==> config.mk <==
export PLATFORM = sky130hd
export DESIGN_NAME = lcd_mode_timing_sequencer_flat
export DESIGN_NICKNAME = d
export VERILOG_FILES = /design/src/hw/rtl/lcd_mts_pkg.sv /design/src/hw/rtl/lcd_mts_if.sv /design/src/hw/rtl/lcd_mode_timing_sequencer.sv /design/src/hw/rtl/lcd_mts_ctrl.sv /design/src/hw/rtl/lcd_mts_dp.sv /design/src/flat_wrapper.sv
export SDC_FILE = /design/constraint.sdc
export NUM_CORES = 1
export LEC_CHECK = 0
export BUFFER_PORTS_ARGS = -buffer_cell sky130_fd_sc_hd__buf_4
export CAP_MARGIN = 20
export CELL_PAD_IN_SITES_DETAIL_PLACEMENT = 1
export CELL_PAD_IN_SITES_GLOBAL_PLACEMENT = 2
export CORE_AREA = 2 2 181 147
export CTS_CLUSTER_DIAMETER = 100
export DETAILED_ROUTE_END_ITERATION = 8
export DIE_AREA = 0 0 183 149
export GPL_TIMING_DRIVEN = 1
export HOLD_SLACK_MARGIN = 0.15
export PLACE_DENSITY = 0.83
export SLEW_MARGIN = 40
export SYNTH_ARGS = -nofsm -noshare
export SYNTH_HDL_FRONTEND = slang
export SYNTH_SLANG_ARGS = --single-unit
==> constraint.sdc <==
create_clock -name clk_i -period 12.7 [get_ports clk_i]
set_input_delay 0.635 -clock clk_i [delete_from_list [all_inputs] [get_ports clk_i]]
set_output_delay 0.635 -clock clk_i [all_outputs]
set_load 0.01 [all_outputs]
==> src/hw/rtl/lcd_mts_pkg.sv <==
// Shared constants, register indexes and controller/datapath types for the LCD mode sequencer.
package lcd_mts_pkg;

  localparam int unsigned PERIOD_W   = 10;
  localparam int unsigned LINE_W     = 8;
  localparam int unsigned ACC_W      = 11;
  localparam int unsigned ELAPSED_W  = 8;
  localparam int unsigned MODE_W     = 2;
  localparam int unsigned CFG_IDX_W  = 3;
  localparam int unsigned CFG_DATA_W = 10;

  // remainder unit: 6 quotient bits per cycle over a 12-bit padded dividend
  localparam int unsigned DIV_BITS   = 6;
  localparam int unsigned DIV_STEPS  = 2;
  localparam int unsigned DIVIDEND_W = DIV_BITS * DIV_STEPS;
  localparam int unsigned STEP_W     = 1;

  localparam logic [MODE_W-1:0] MODE_HBLANK = 2'd0;
  localparam logic [MODE_W-1:0] MODE_VBLANK = 2'd1;
  localparam logic [MODE_W-1:0] MODE_OAM    = 2'd2;
  localparam logic [MODE_W-1:0] MODE_VRAM   = 2'd3;

  localparam logic [CFG_IDX_W-1:0] REG_OAM_CYCLES    = 3'd0;
  localparam logic [CFG_IDX_W-1:0] REG_VRAM_CYCLES   = 3'd1;
  localparam logic [CFG_IDX_W-1:0] REG_HBLANK_CYCLES = 3'd2;
  localparam logic [CFG_IDX_W-1:0] REG_VBLANK_CYCLES = 3'd3;
  localparam logic [CFG_IDX_W-1:0] REG_VISIBLE_LINES = 3'd4;
  localparam logic [CFG_IDX_W-1:0] REG_TOTAL_LINES   = 3'd5;

  localparam logic [PERIOD_W-1:0] RST_OAM_CYCLES    = 10'd80;
  localparam logic [PERIOD_W-1:0] RST_VRAM_CYCLES   = 10'd172;
  localparam logic [PERIOD_W-1:0] RST_HBLANK_CYCLES = 10'd204;
  localparam logic [PERIOD_W-1:0] RST_VBLANK_CYCLES = 10'd456;
  localparam logic [LINE_W-1:0]   RST_VISIBLE_LINES = 8'd144;
  localparam logic [LINE_W-1:0]   RST_TOTAL_LINES   = 8'd154;

  typedef struct packed {
    logic load;
    logic step;
    logic commit;
  } dp_cmd_t;

  typedef struct packed {
    logic out_busy;
  } dp_sts_t;

endpackage

==> src/hw/rtl/lcd_mts_if.sv <==
// Request and result channel interfaces of the LCD mode sequencer.
interface lcd_mts_in_if import lcd_mts_pkg::*; ();
  logic                 valid;
  logic                 ready;
  logic [ELAPSED_W-1:0] elapsed_cycles;

  modport source (output valid, output elapsed_cycles, input ready);
  modport sink   (input valid, input elapsed_cycles, output ready);
endinterface

interface lcd_mts_out_if import lcd_mts_pkg::*; ();
  logic              valid;
  logic              ready;
  logic [MODE_W-1:0] display_mode;
  logic [LINE_W-1:0] current_line;
  logic              vblank_request;
  logic              render_strobe;

  modport source (output valid, output display_mode, output current_line,
                  output vblank_request, output render_strobe, input ready);
  modport sink   (input valid, input display_mode, input current_line,
                  input vblank_request, input render_strobe, output ready);
endinterface

==> src/hw/rtl/lcd_mode_timing_sequencer.sv <==
// Top level of the LCD mode timing sequencer.
// Sequence: an accepted request is loaded, two remainder steps of 6 bits each
// run, then the commit registers the result; a stalled result holds off the commit.
// A new request is taken only after the previous one has committed (iterative remainder unit).
// Reset: asynchronous active low; OAM scan, line 0, accumulator 0, default periods.
module lcd_mode_timing_sequencer import lcd_mts_pkg::*; (
  input  logic                  clk_i,
  input  logic                  rst_ni,
  input  logic                  cfg_we_i,
  input  logic [CFG_IDX_W-1:0]  cfg_idx_i,
  input  logic [CFG_DATA_W-1:0] cfg_data_i,
  lcd_mts_in_if.sink            item_i,
  lcd_mts_out_if.source         result_o
);

  dp_cmd_t cmd;
  dp_sts_t sts;

  lcd_mts_ctrl u_ctrl (
    .clk_i      (clk_i),
    .rst_ni     (rst_ni),
    .in_valid_i (item_i.valid),
    .in_ready_o (item_i.ready),
    .sts_i      (sts),
    .cmd_o      (cmd)
  );

  lcd_mts_dp u_dp (
    .clk_i       (clk_i),
    .rst_ni      (rst_ni),
    .cfg_we_i    (cfg_we_i),
    .cfg_idx_i   (cfg_idx_i),
    .cfg_data_i  (cfg_data_i),
    .elapsed_i   (item_i.elapsed_cycles),
    .cmd_i       (cmd),
    .sts_o       (sts),
    .out_valid_o (result_o.valid),
    .out_ready_i (result_o.ready),
    .mode_o      (result_o.display_mode),
    .line_o      (result_o.current_line),
    .vreq_o      (result_o.vblank_request),
    .strobe_o    (result_o.render_strobe)
  );

endmodule

==> src/hw/rtl/lcd_mts_ctrl.sv <==
// Controller state machine: request accept, remainder steps and state commit.
module lcd_mts_ctrl import lcd_mts_pkg::*; (
  input  logic    clk_i,
  input  logic    rst_ni,
  input  logic    in_valid_i,
  output logic    in_ready_o,
  input  dp_sts_t sts_i,
  output dp_cmd_t cmd_o
);

  localparam logic [1:0] S_IDLE   = 2'd0;
  localparam logic [1:0] S_DIV    = 2'd1;
  localparam logic [1:0] S_COMMIT = 2'd2;

  logic [1:0]        state_q, state_d;
  logic [STEP_W-1:0] cnt_q, cnt_d;

  always_comb begin
    state_d     = state_q;
    cnt_d       = cnt_q;
    in_ready_o  = 1'b0;
    cmd_o       = '0;
    case (state_q)
      S_IDLE: begin
        in_ready_o = 1'b1;
        if (in_valid_i) begin
          cmd_o.load = 1'b1;
          cnt_d      = '0;
          state_d    = S_DIV;
        end
      end
      S_DIV: begin
        cmd_o.step = 1'b1;
        cnt_d      = cnt_q + 1'b1;
        if (cnt_q == STEP_W'(DIV_STEPS - 1)) begin
          state_d = S_COMMIT;
        end
      end
      S_COMMIT: begin
        if (!sts_i.out_busy) begin
          cmd_o.commit = 1'b1;
          state_d      = S_IDLE;
        end
      end
      default: begin
        state_d = S_IDLE;
      end
    endcase
  end

  always_ff @(posedge clk_i or negedge rst_ni) begin
    if (!rst_ni) begin
      state_q <= S_IDLE;
      cnt_q   <= '0;
    end else begin
      state_q <= state_d;
      cnt_q   <= cnt_d;
    end
  end

endmodule

==> src/hw/rtl/lcd_mts_dp.sv <==
// Datapath: config registers, mode/line/accumulator state, remainder unit, result register.
module lcd_mts_dp import lcd_mts_pkg::*; (
  input  logic                  clk_i,
  input  logic                  rst_ni,
  input  logic                  cfg_we_i,
  input  logic [CFG_IDX_W-1:0]  cfg_idx_i,
  input  logic [CFG_DATA_W-1:0] cfg_data_i,
  input  logic [ELAPSED_W-1:0]  elapsed_i,
  input  dp_cmd_t               cmd_i,
  output dp_sts_t               sts_o,
  output logic                  out_valid_o,
  input  logic                  out_ready_i,
  output logic [MODE_W-1:0]     mode_o,
  output logic [LINE_W-1:0]     line_o,
  output logic                  vreq_o,
  output logic                  strobe_o
);

  logic [PERIOD_W-1:0]   oam_q, vram_q, hblank_q, vblank_q;
  logic [LINE_W-1:0]     visible_q, total_q;

  logic [MODE_W-1:0]     mode_q, mode_d;
  logic [LINE_W-1:0]     line_q, line_d;
  logic [ACC_W-1:0]      acc_q, acc_d;

  logic [PERIOD_W-1:0]   period_q, period_sel;
  logic [PERIOD_W-1:0]   rem_q, rem_d;
  logic [DIVIDEND_W-1:0] shf_q, shf_d;
  logic                  hit_q, hit_d;

  logic [ACC_W-1:0]      sum;
  logic [LINE_W-1:0]     line_inc;
  logic                  vreq_d, strobe_d;

  logic                  out_valid_q;
  logic [MODE_W-1:0]     out_mode_q;
  logic [LINE_W-1:0]     out_line_q;
  logic                  out_vreq_q, out_strobe_q;

  assign sum = acc_q + ACC_W'(elapsed_i);

  // zero period behaves as one
  always_comb begin
    case (mode_q)
      MODE_HBLANK: period_sel = hblank_q;
      MODE_VBLANK: period_sel = vblank_q;
      MODE_OAM:    period_sel = oam_q;
      default:     period_sel = vram_q;
    endcase
    if (period_sel == '0) begin
      period_sel = PERIOD_W'(1);
    end
  end

  // restoring remainder, DIV_BITS bits per step
  always_comb begin
    logic [PERIOD_W:0] trial;
    rem_d = rem_q;
    shf_d = shf_q;
    hit_d = hit_q;
    for (int i = 0; i < DIV_BITS; i++) begin
      trial = {rem_d, shf_d[DIVIDEND_W-1]};
      shf_d = shf_d << 1;
      if (trial >= {1'b0, period_q}) begin
        trial = trial - {1'b0, period_q};
        hit_d = 1'b1;
      end
      rem_d = trial[PERIOD_W-1:0];
    end
  end

  assign line_inc = line_q + LINE_W'(1);

  always_comb begin
    mode_d   = mode_q;
    line_d   = line_q;
    acc_d    = hit_q ? ACC_W'(rem_q) : acc_q;
    vreq_d   = 1'b0;
    strobe_d = 1'b0;
    if (hit_q) begin
      case (mode_q)
        MODE_HBLANK: begin
          line_d = line_inc;
          if (line_inc == visible_q) begin
            mode_d = MODE_VBLANK;
            vreq_d = 1'b1;
          end else begin
            mode_d = MODE_OAM;
          end
        end
        MODE_VBLANK: begin
          if (line_inc >= total_q) begin
            mode_d = MODE_OAM;
            line_d = '0;
          end else begin
            line_d = line_inc;
          end
        end
        MODE_OAM: begin
          mode_d = MODE_VRAM;
        end
        default: begin
          mode_d   = MODE_HBLANK;
          strobe_d = 1'b1;
        end
      endcase
    end
  end

  always_ff @(posedge clk_i or negedge rst_ni) begin
    if (!rst_ni) begin
      oam_q     <= RST_OAM_CYCLES;
      vram_q    <= RST_VRAM_CYCLES;
      hblank_q  <= RST_HBLANK_CYCLES;
      vblank_q  <= RST_VBLANK_CYCLES;
      visible_q <= RST_VISIBLE_LINES;
      total_q   <= RST_TOTAL_LINES;
    end else if (cfg_we_i) begin
      case (cfg_idx_i)
        REG_OAM_CYCLES:    oam_q     <= cfg_data_i;
        REG_VRAM_CYCLES:   vram_q    <= cfg_data_i;
        REG_HBLANK_CYCLES: hblank_q  <= cfg_data_i;
        REG_VBLANK_CYCLES: vblank_q  <= cfg_data_i;
        REG_VISIBLE_LINES: visible_q <= cfg_data_i[LINE_W-1:0];
        REG_TOTAL_LINES:   total_q   <= cfg_data_i[LINE_W-1:0];
        default: ;
      endcase
    end
  end

  always_ff @(posedge clk_i or negedge rst_ni) begin
    if (!rst_ni) begin
      mode_q      <= MODE_OAM;
      line_q      <= '0;
      acc_q       <= '0;
      out_valid_q <= 1'b0;
    end else begin
      if (cmd_i.load) begin
        acc_q <= sum;
      end else if (cmd_i.commit) begin
        mode_q <= mode_d;
        line_q <= line_d;
        acc_q  <= acc_d;
      end
      if (cmd_i.commit) begin
        out_valid_q <= 1'b1;
      end else if (out_ready_i) begin
        out_valid_q <= 1'b0;
      end
    end
  end

  always_ff @(posedge clk_i) begin
    if (cmd_i.load) begin
      period_q <= period_sel;
      rem_q    <= '0;
      shf_q    <= DIVIDEND_W'(sum);
      hit_q    <= 1'b0;
    end else if (cmd_i.step) begin
      rem_q <= rem_d;
      shf_q <= shf_d;
      hit_q <= hit_d;
    end
    if (cmd_i.commit) begin
      out_mode_q   <= mode_d;
      out_line_q   <= line_d;
      out_vreq_q   <= vreq_d;
      out_strobe_q <= strobe_d;
    end
  end

  assign sts_o.out_busy = out_valid_q && !out_ready_i;
  assign out_valid_o    = out_valid_q;
  assign mode_o         = out_mode_q;
  assign line_o         = out_line_q;
  assign vreq_o         = out_vreq_q;
  assign strobe_o       = out_strobe_q;

endmodule

==> src/flat_wrapper.sv <==
// flat-port wrapper written by rule: the top's interface ports become plain ports
module lcd_mode_timing_sequencer_flat import lcd_mts_pkg::*;
  (clk_i, rst_ni, cfg_we_i, cfg_idx_i, cfg_data_i, item_i_valid, item_i_elapsed_cycles, item_i_ready, result_o_valid, result_o_display_mode, result_o_current_line, result_o_vblank_request, result_o_render_strobe, result_o_ready);
  lcd_mts_in_if item_i_i ();
  lcd_mts_out_if result_o_i ();
  input  logic clk_i;
  input  logic rst_ni;
  input  logic cfg_we_i;
  input  logic [CFG_IDX_W-1:0] cfg_idx_i;
  input  logic [CFG_DATA_W-1:0] cfg_data_i;
  input wire logic [$bits(item_i_i.valid)-1:0] item_i_valid;
  input wire logic [$bits(item_i_i.elapsed_cycles)-1:0] item_i_elapsed_cycles;
  output wire logic [$bits(item_i_i.ready)-1:0] item_i_ready;
  output wire logic [$bits(result_o_i.valid)-1:0] result_o_valid;
  output wire logic [$bits(result_o_i.display_mode)-1:0] result_o_display_mode;
  output wire logic [$bits(result_o_i.current_line)-1:0] result_o_current_line;
  output wire logic [$bits(result_o_i.vblank_request)-1:0] result_o_vblank_request;
  output wire logic [$bits(result_o_i.render_strobe)-1:0] result_o_render_strobe;
  input wire logic [$bits(result_o_i.ready)-1:0] result_o_ready;
  assign item_i_i.valid = item_i_valid;
  assign item_i_i.elapsed_cycles = item_i_elapsed_cycles;
  assign item_i_ready = item_i_i.ready;
  assign result_o_valid = result_o_i.valid;
  assign result_o_display_mode = result_o_i.display_mode;
  assign result_o_current_line = result_o_i.current_line;
  assign result_o_vblank_request = result_o_i.vblank_request;
  assign result_o_render_strobe = result_o_i.render_strobe;
  assign result_o_i.ready = result_o_ready;
  lcd_mode_timing_sequencer u_core (.clk_i(clk_i), .rst_ni(rst_ni), .cfg_we_i(cfg_we_i), .cfg_idx_i(cfg_idx_i), .cfg_data_i(cfg_data_i), .item_i(item_i_i), .result_o(result_o_i));
endmodule
==> results.yml, run 1 <==
run:
  max_cap_violations: 0
synth:
  synth_edf_count: 33
  synth_nets: 1038
  netlist_top_cells_count: "mux2_2, ha_1, nand2_1"
  synth.distinct_cells: 80
  netlist_area_sq_mm: 0.00931
  synth.most_common_cell: "mux2_2"
  synth.largest_area_cell: "dfrtp_1"
  synth-async-reset-ratio_pct: 64.3
  dominantRegCellSynth: "dfrtp_1"
  ys_seq_elements: 126
  syn_avg_cell_area_sq_um: 10.0
  yosys.area.top_type_share_pct: 16.1
  synth.area.top_cells: "dfrtp_1, edfxtp_1, ha_1"
  ys_seq_area_share_pct: 35.3
  yosys_warnings: 0
  synthCells: 928
routing:
  route.detailed.drc: 0
  wl_per_cell_um: 20.8
  drt_pass1_iterations: 5
  final_antenna_net_count: 0
  vias_per_cell: 5.63
  drt_iter0_drc: 410
  vias: 7619
  wirelength_um: 28200
global_routing:
  grt_overflow: 0
  antenna_found_initial: 0
  grt_pass1_wl_um: 44300
  track_usage_pct: 21.1
  grt_start_max_net_pins: 82
  grt_pass1_vias: 7791
finish:
  antenna_cells: 0
  drive_gt1_share_pct: 27.2
  fillCellCount: 2875
  nets: 1120
  area_delta_synth_final_pct: 18.9
  fin_cells: 1353
floorplanning:
  rows: 53
  core_area_sq_mm: 0.0257
  die_x_um: 183
  die_area_sq_mm: 0.0273
  io_pins: 40
  die_y_um: 149
  start_util_pct: 36.2
clocking:
  cts_buffer_depth: 2
  cts_htree_levels: 4
  clock-sinks: 126
  numCtsBuffers: 17
  clk_pin_slew_worst_paths_ps: 50
  cts_tree: "built"
  insertion_delay_ps: 420
  cts-root-buf: "clkbuf_16"
worst_setup_path:
  critical_path_buf_inv_count: 7
  cp_max_fo: 7
  crit_type: "register to register"
  start_kind: "register"
  cp.required_ps: 13000
  worstPathArrival_ps: 12500
  end_kind: "register"
  cp_slowest_cell: "or3b_1"
  critPathTopFamily: "compound AO/OA/AOI/OAI gates"
  slowest_delay_ps: 460
timing:
  min_period_ps: 12200
  slew_violations: 0
  fin_crit_sh_pct: 96.0
  worstMarginPinSlew_ps: 809
  finalSetupViolCount: 0
  clock.fmax_ghz: 0.0820
  maxSlewHeadroom_pct: 45.8
  hold_viol: 0
  finClkSkew_ps: 8.88
placement:
  io_buffers: 39
  place_congestion: 0.946
  dp.cells: 1312
  dp_hpwl_um: 21000
outcome:
  status: "completed"
hold_path:
  hp-class: "input port to asynchronous set/reset pin"
## metal layers
metal | global-route usage (%) | vias to the layer above | part of all wire (%)
met4 | 5.12 | 0 | 1.3
met2 | 32.5 | 163 | 45
li1 | - | 3612 | -
met3 | 3.61 | 28 | 4.7
met5 | 0 | - | 0
met1 | 30.8 | 3816 | 49
## layout by cell type (no fill, tap or decap), drive strengths merged, types with 10 or more instances in the layout
cell type	n
edfxtp	33
a21oi	42
a21o	27
nand4	11
mux2	80
mux2i	14
nand2b	16
inv	59
clkbuf	25
nor4	14
nor2b	19
o21ai	65
xnor2	32
nor2	56
nor3	17
xor2	22
dfstp	21
nand3	17
buf	84
mux4	10
a221o	11
dfxtp	12
o21a	16
nand2	71
dfrtp	60
ha	77
## kinds of logic after synthesis
| logic type | Yosys count | share of synthesized area, % |
|---|---|---|
| flip-flops | 126 | 35.3 |
| multiplexers | 104 | 13.6 |
| AO/OA/AOI/OAI | 228 | 17.2 |
| XOR/XNOR | 54 | 5.08 |
| adder cells (fa/ha/maj) | 84 | 11.9 |
| buffers and inverters | 79 | 3.29 |
| AND/OR/NAND/NOR | 253 | 13.7 |
## worst paths after layout
kind                                          from                 endpoint  slack [ps]  cells past startpoint
min reg2reg                   u_core.u_dp.shf_q[5]    u_core.u_dp.shf_q[11]         460                      2
max reg2reg                u_core.u_dp.period_q[1]     u_core.u_dp.rem_q[1]         500                     52
min in group clk_i            u_core.u_dp.shf_q[5]    u_core.u_dp.shf_q[11]         460                      2
min                                         rst_ni  u_core.u_dp.hblank_q[4]         260                      1
max                        u_core.u_dp.period_q[1]     u_core.u_dp.rem_q[1]         500                     52
max in group asynchronous                   rst_ni    u_core.u_dp.mode_q[0]       11870                      1
## flip-flops by register name (all words and copies together), names as in the netlist, 10 cells and up
| register | flops |
|---|---|
| u_core.u_dp.acc_q | 11 |
| u_core.u_dp.hblank_q | 10 |
| u_core.u_dp.oam_q | 10 |
| u_core.u_dp.period_q | 10 |
| u_core.u_dp.rem_q | 10 |
| u_core.u_dp.shf_q | 12 |
| u_core.u_dp.vblank_q | 10 |
| u_core.u_dp.vram_q | 10 |
## metrics by stage
| step | utilization (%) | worst slack, ps | hold WS [ps] | setup TNS [ps] | cell area (sq um) |
|---|---|---|---|---|---|
| finish | 43.0 | 504 | 256 | 0 | 11100 |
| global route | 43.0 | -32.8 | 306 | -179 | 11100 |
| CTS | 42.2 | 25.1 | 290 | 0 | 10900 |
| detailed placement | 39.7 | -208 | 450 | -1520 | 10200 |
| global placement | 39.7 | 348 | 431 | 0 | 10200 |
| floorplan | - | 178 | 339 | 0 | 9310 |
## area by class of cell
cell class	instances	area (sq um)	share of cell area (%)
clock buffer	25	571	5.15
tap	330	413	3.73
timing repair buffer	84	638	5.77
sequential	126	3290	29.7
clock inverter	7	42.5	0.384
multi-input combinational	723	5900	53.3
inverter	58	218	1.97
## repair_timing
item | CTS | global route
pin swaps | 1 | 4
setup buffers | 1 | 8
hold buffers | 0 | 0
endpoints found under the setup margin | 10 | 11
resized for setup | 6 | 33
Power of run 1 is not shown: default switching activity piles up to over one toggle a cycle in this logic, so the estimate is an artifact.
==> inputs of run 2 (changes only) <==
- CORE_AREA: 2 2 181 147 -> 2 2 178 145
- DIE_AREA: 0 0 183 149 -> 0 0 180 147
- PLACE_DENSITY: 0.83 -> 0.85
- SYNTH_HIERARCHICAL: not set -> 1
==> results.yml, run 2 <==
routing:
  wirelength_um: 27600
  vias_per_cell: 5.47
  maxUsedRoutingLayer: "met4"
  final_antenna_net_count: 0
  drt_iter0_drc: 442
  vias: 7473
  wl_met2_um: 13500
  wl_met3_um: 854
  drt_pass1_iterations: 5
  wl_per_cell_um: 20.2
  met1_length_um: 12900
  route.detailed.drc: 0
run:
  max_cap_violations: 0
timing:
  hold_viol: 0
  clock.fmax_ghz: 0.0827
  slew_violations: 0
  maxSlewHeadroom_pct: 49.6
  holdWs_ps: 244
  finClkSkew_ps: 11.4
  fin_crit_sh_pct: 95.2
  min_period_ps: 12090
  finalSetupViolCount: 0
  worstMarginPinSlew_ps: 756
floorplanning:
  die_area_sq_mm: 0.0265
  core_area_sq_mm: 0.0248
  die_y_um: 147
  die_x_um: 180
  start_util_pct: 37.5
  rows: 52
  io_pins: 40
worst_setup_path:
  worstPathArrival_ps: 12350
  r2r_slack_ps: 610
  slowest_delay_ps: 460
  crit_top_cell: "inv_1"
  cp.required_ps: 12960
  setup.worst_path.start: "u_core/u_dp/period_q[6]"
  r2r_start: "u_core/u_dp/period_q[6]"
  rr_endpoint: "u_core/u_dp/rem_q[5]"
  start_kind: "register"
  crit_type: "register to register"
  cp_max_fo: 7
  cp_slowest_cell: "a2111o_1"
  rr_worst_depth: 60
  end_kind: "register"
clocking:
  insertion_delay_ps: 420
  cts_tree: "built"
  clock-sinks: 126
  cts_htree_levels: 4
  cts_buffer_depth: 2
  clk_pin_slew_worst_paths_ps: 60
  numCtsBuffers: 17
  cts-root-buf: "clkbuf_16"
finish:
  layout_commonest_cell: "buf_4"
  nets: 1138
  reg_top3: "u_core/u_dp/shf_q x12, u_core/u_dp/acc_q x11"
  largest_register_ffs: 12
  layout_common_cells: "buf_4, mux2_2, ha_1"
  area_delta_synth_final_pct: 22.1
  largest_register: "u_core/u_dp/shf_q"
  drive_gt1_share_pct: 32.2
  antenna_cells: 0
global_routing:
  grt_overflow: 0
  antenna_found_initial: 0
  track_usage_pct: 21.4
  grt_pass1_wl_um: 44500
  grt_start_max_net_pins: 82
  grt_pass1_vias: 8000
synth:
  syn_avg_cell_area_sq_um: 10.2
  synth_edf_count: 33
  synth.largest_area_cell: "dfrtp_1"
  ys_seq_elements: 126
  netlist_top_cells_count: "mux2_2, ha_1, nand2_1"
  yosys_warnings: 6
  synth_nets: 1023
  synth.distinct_cells: 82
  synth.area.top_cells: "dfrtp_1, mux2_2, edfxtp_1"
  dominantRegCellSynth: "dfrtp_1"
  yosys.area.top_type_share_pct: 16.2
  synth.most_common_cell: "mux2_2"
  synthCells: 913
  ys_seq_area_share_pct: 35.3
  netlist_area_sq_mm: 0.00929
  synth-async-reset-ratio_pct: 64.3
outcome:
  status: "completed"
hold_path:
  hp-class: "input port to asynchronous set/reset pin"
placement:
  io_buffers: 39
  dp_hpwl_um: 20800
  place_congestion: 0.903
## run 2: metal layers
layer	global-route usage, %	up-vias
li1	-	3567
met2	36.2	124
met1	28.8	3753
met5	0	-
met3	3.82	29
met4	4.51	0
## run 2: worst max-delay path, delay by kind of cell, from the launching register on
family | cells | cell delay [ps]
AOI/OAI and AO/OA | 35 | 6680
adders and majority gates | 6 | 1740
buffers and inverters | 9 | 1110
DFF | 1 | 360
muxes | 4 | 940
and+or+nand+nor | 6 | 1070
## run 2: logic make-up after synthesis
kind of cell               Yosys count  synth area share, %
and+or+nand+nor                    235                 12.6
AOI/OAI and AO/OA                  208                 15.8
DFF                                126                 35.3
muxes                              119                 15.6
buffers and inverters               86                 3.65
adders and majority gates           84                 11.9
xor gates and xnor gates            55                 5.18
## run 2: cell type report
class | count | area (sq um)
multi-input cells | 702 | 5920
flip-flops and latches | 126 | 3290
fillers | 2746 | 13400
clock buffers | 19 | 454
well taps | 324 | 405
clock inverters | 13 | 153
repair buffers | 119 | 897
inverters | 62 | 233
## run 2: worst max-delay path by stage
stage	end	cells past startpoint
final	u_core/u_dp/rem_q[5]	60
after global routing	u_core/u_dp/rem_q[5]	62
after CTS	u_core/u_dp/rem_q[5]	57
after detailed placement	u_core/u_dp/rem_q[5]	57
after global placement	u_core/u_dp/rem_q[5]	60
after floorplan	u_core/u_dp/rem_q[4]	61
## run 2: through the flow
stage	setup slack, ps	area (sq um)	setup TNS, ps	util (%)	instances
floorplan	26.2	9300	0	-	913
global placement	46.9	10400	0	42.1	1321
detailed placement	-442	10400	-3970	42.1	1321
CTS	27.1	11100	0	44.9	1357
global route	-112	11300	-434	45.8	1365
finish	610	11300	0	45.8	1365
## run 2: timing repair
action / in CTS / in global routing
pin swaps: 2 / 22
setup endpoints to repair: 11 / 11
gates cloned: 1 / 0
buffers inserted: 3 / 8
gates resized for setup: 15 / 41
hold endpoints to repair: 0 / 0
hold buffers: 0 / 0
Power of run 2 is left out for the same reason.
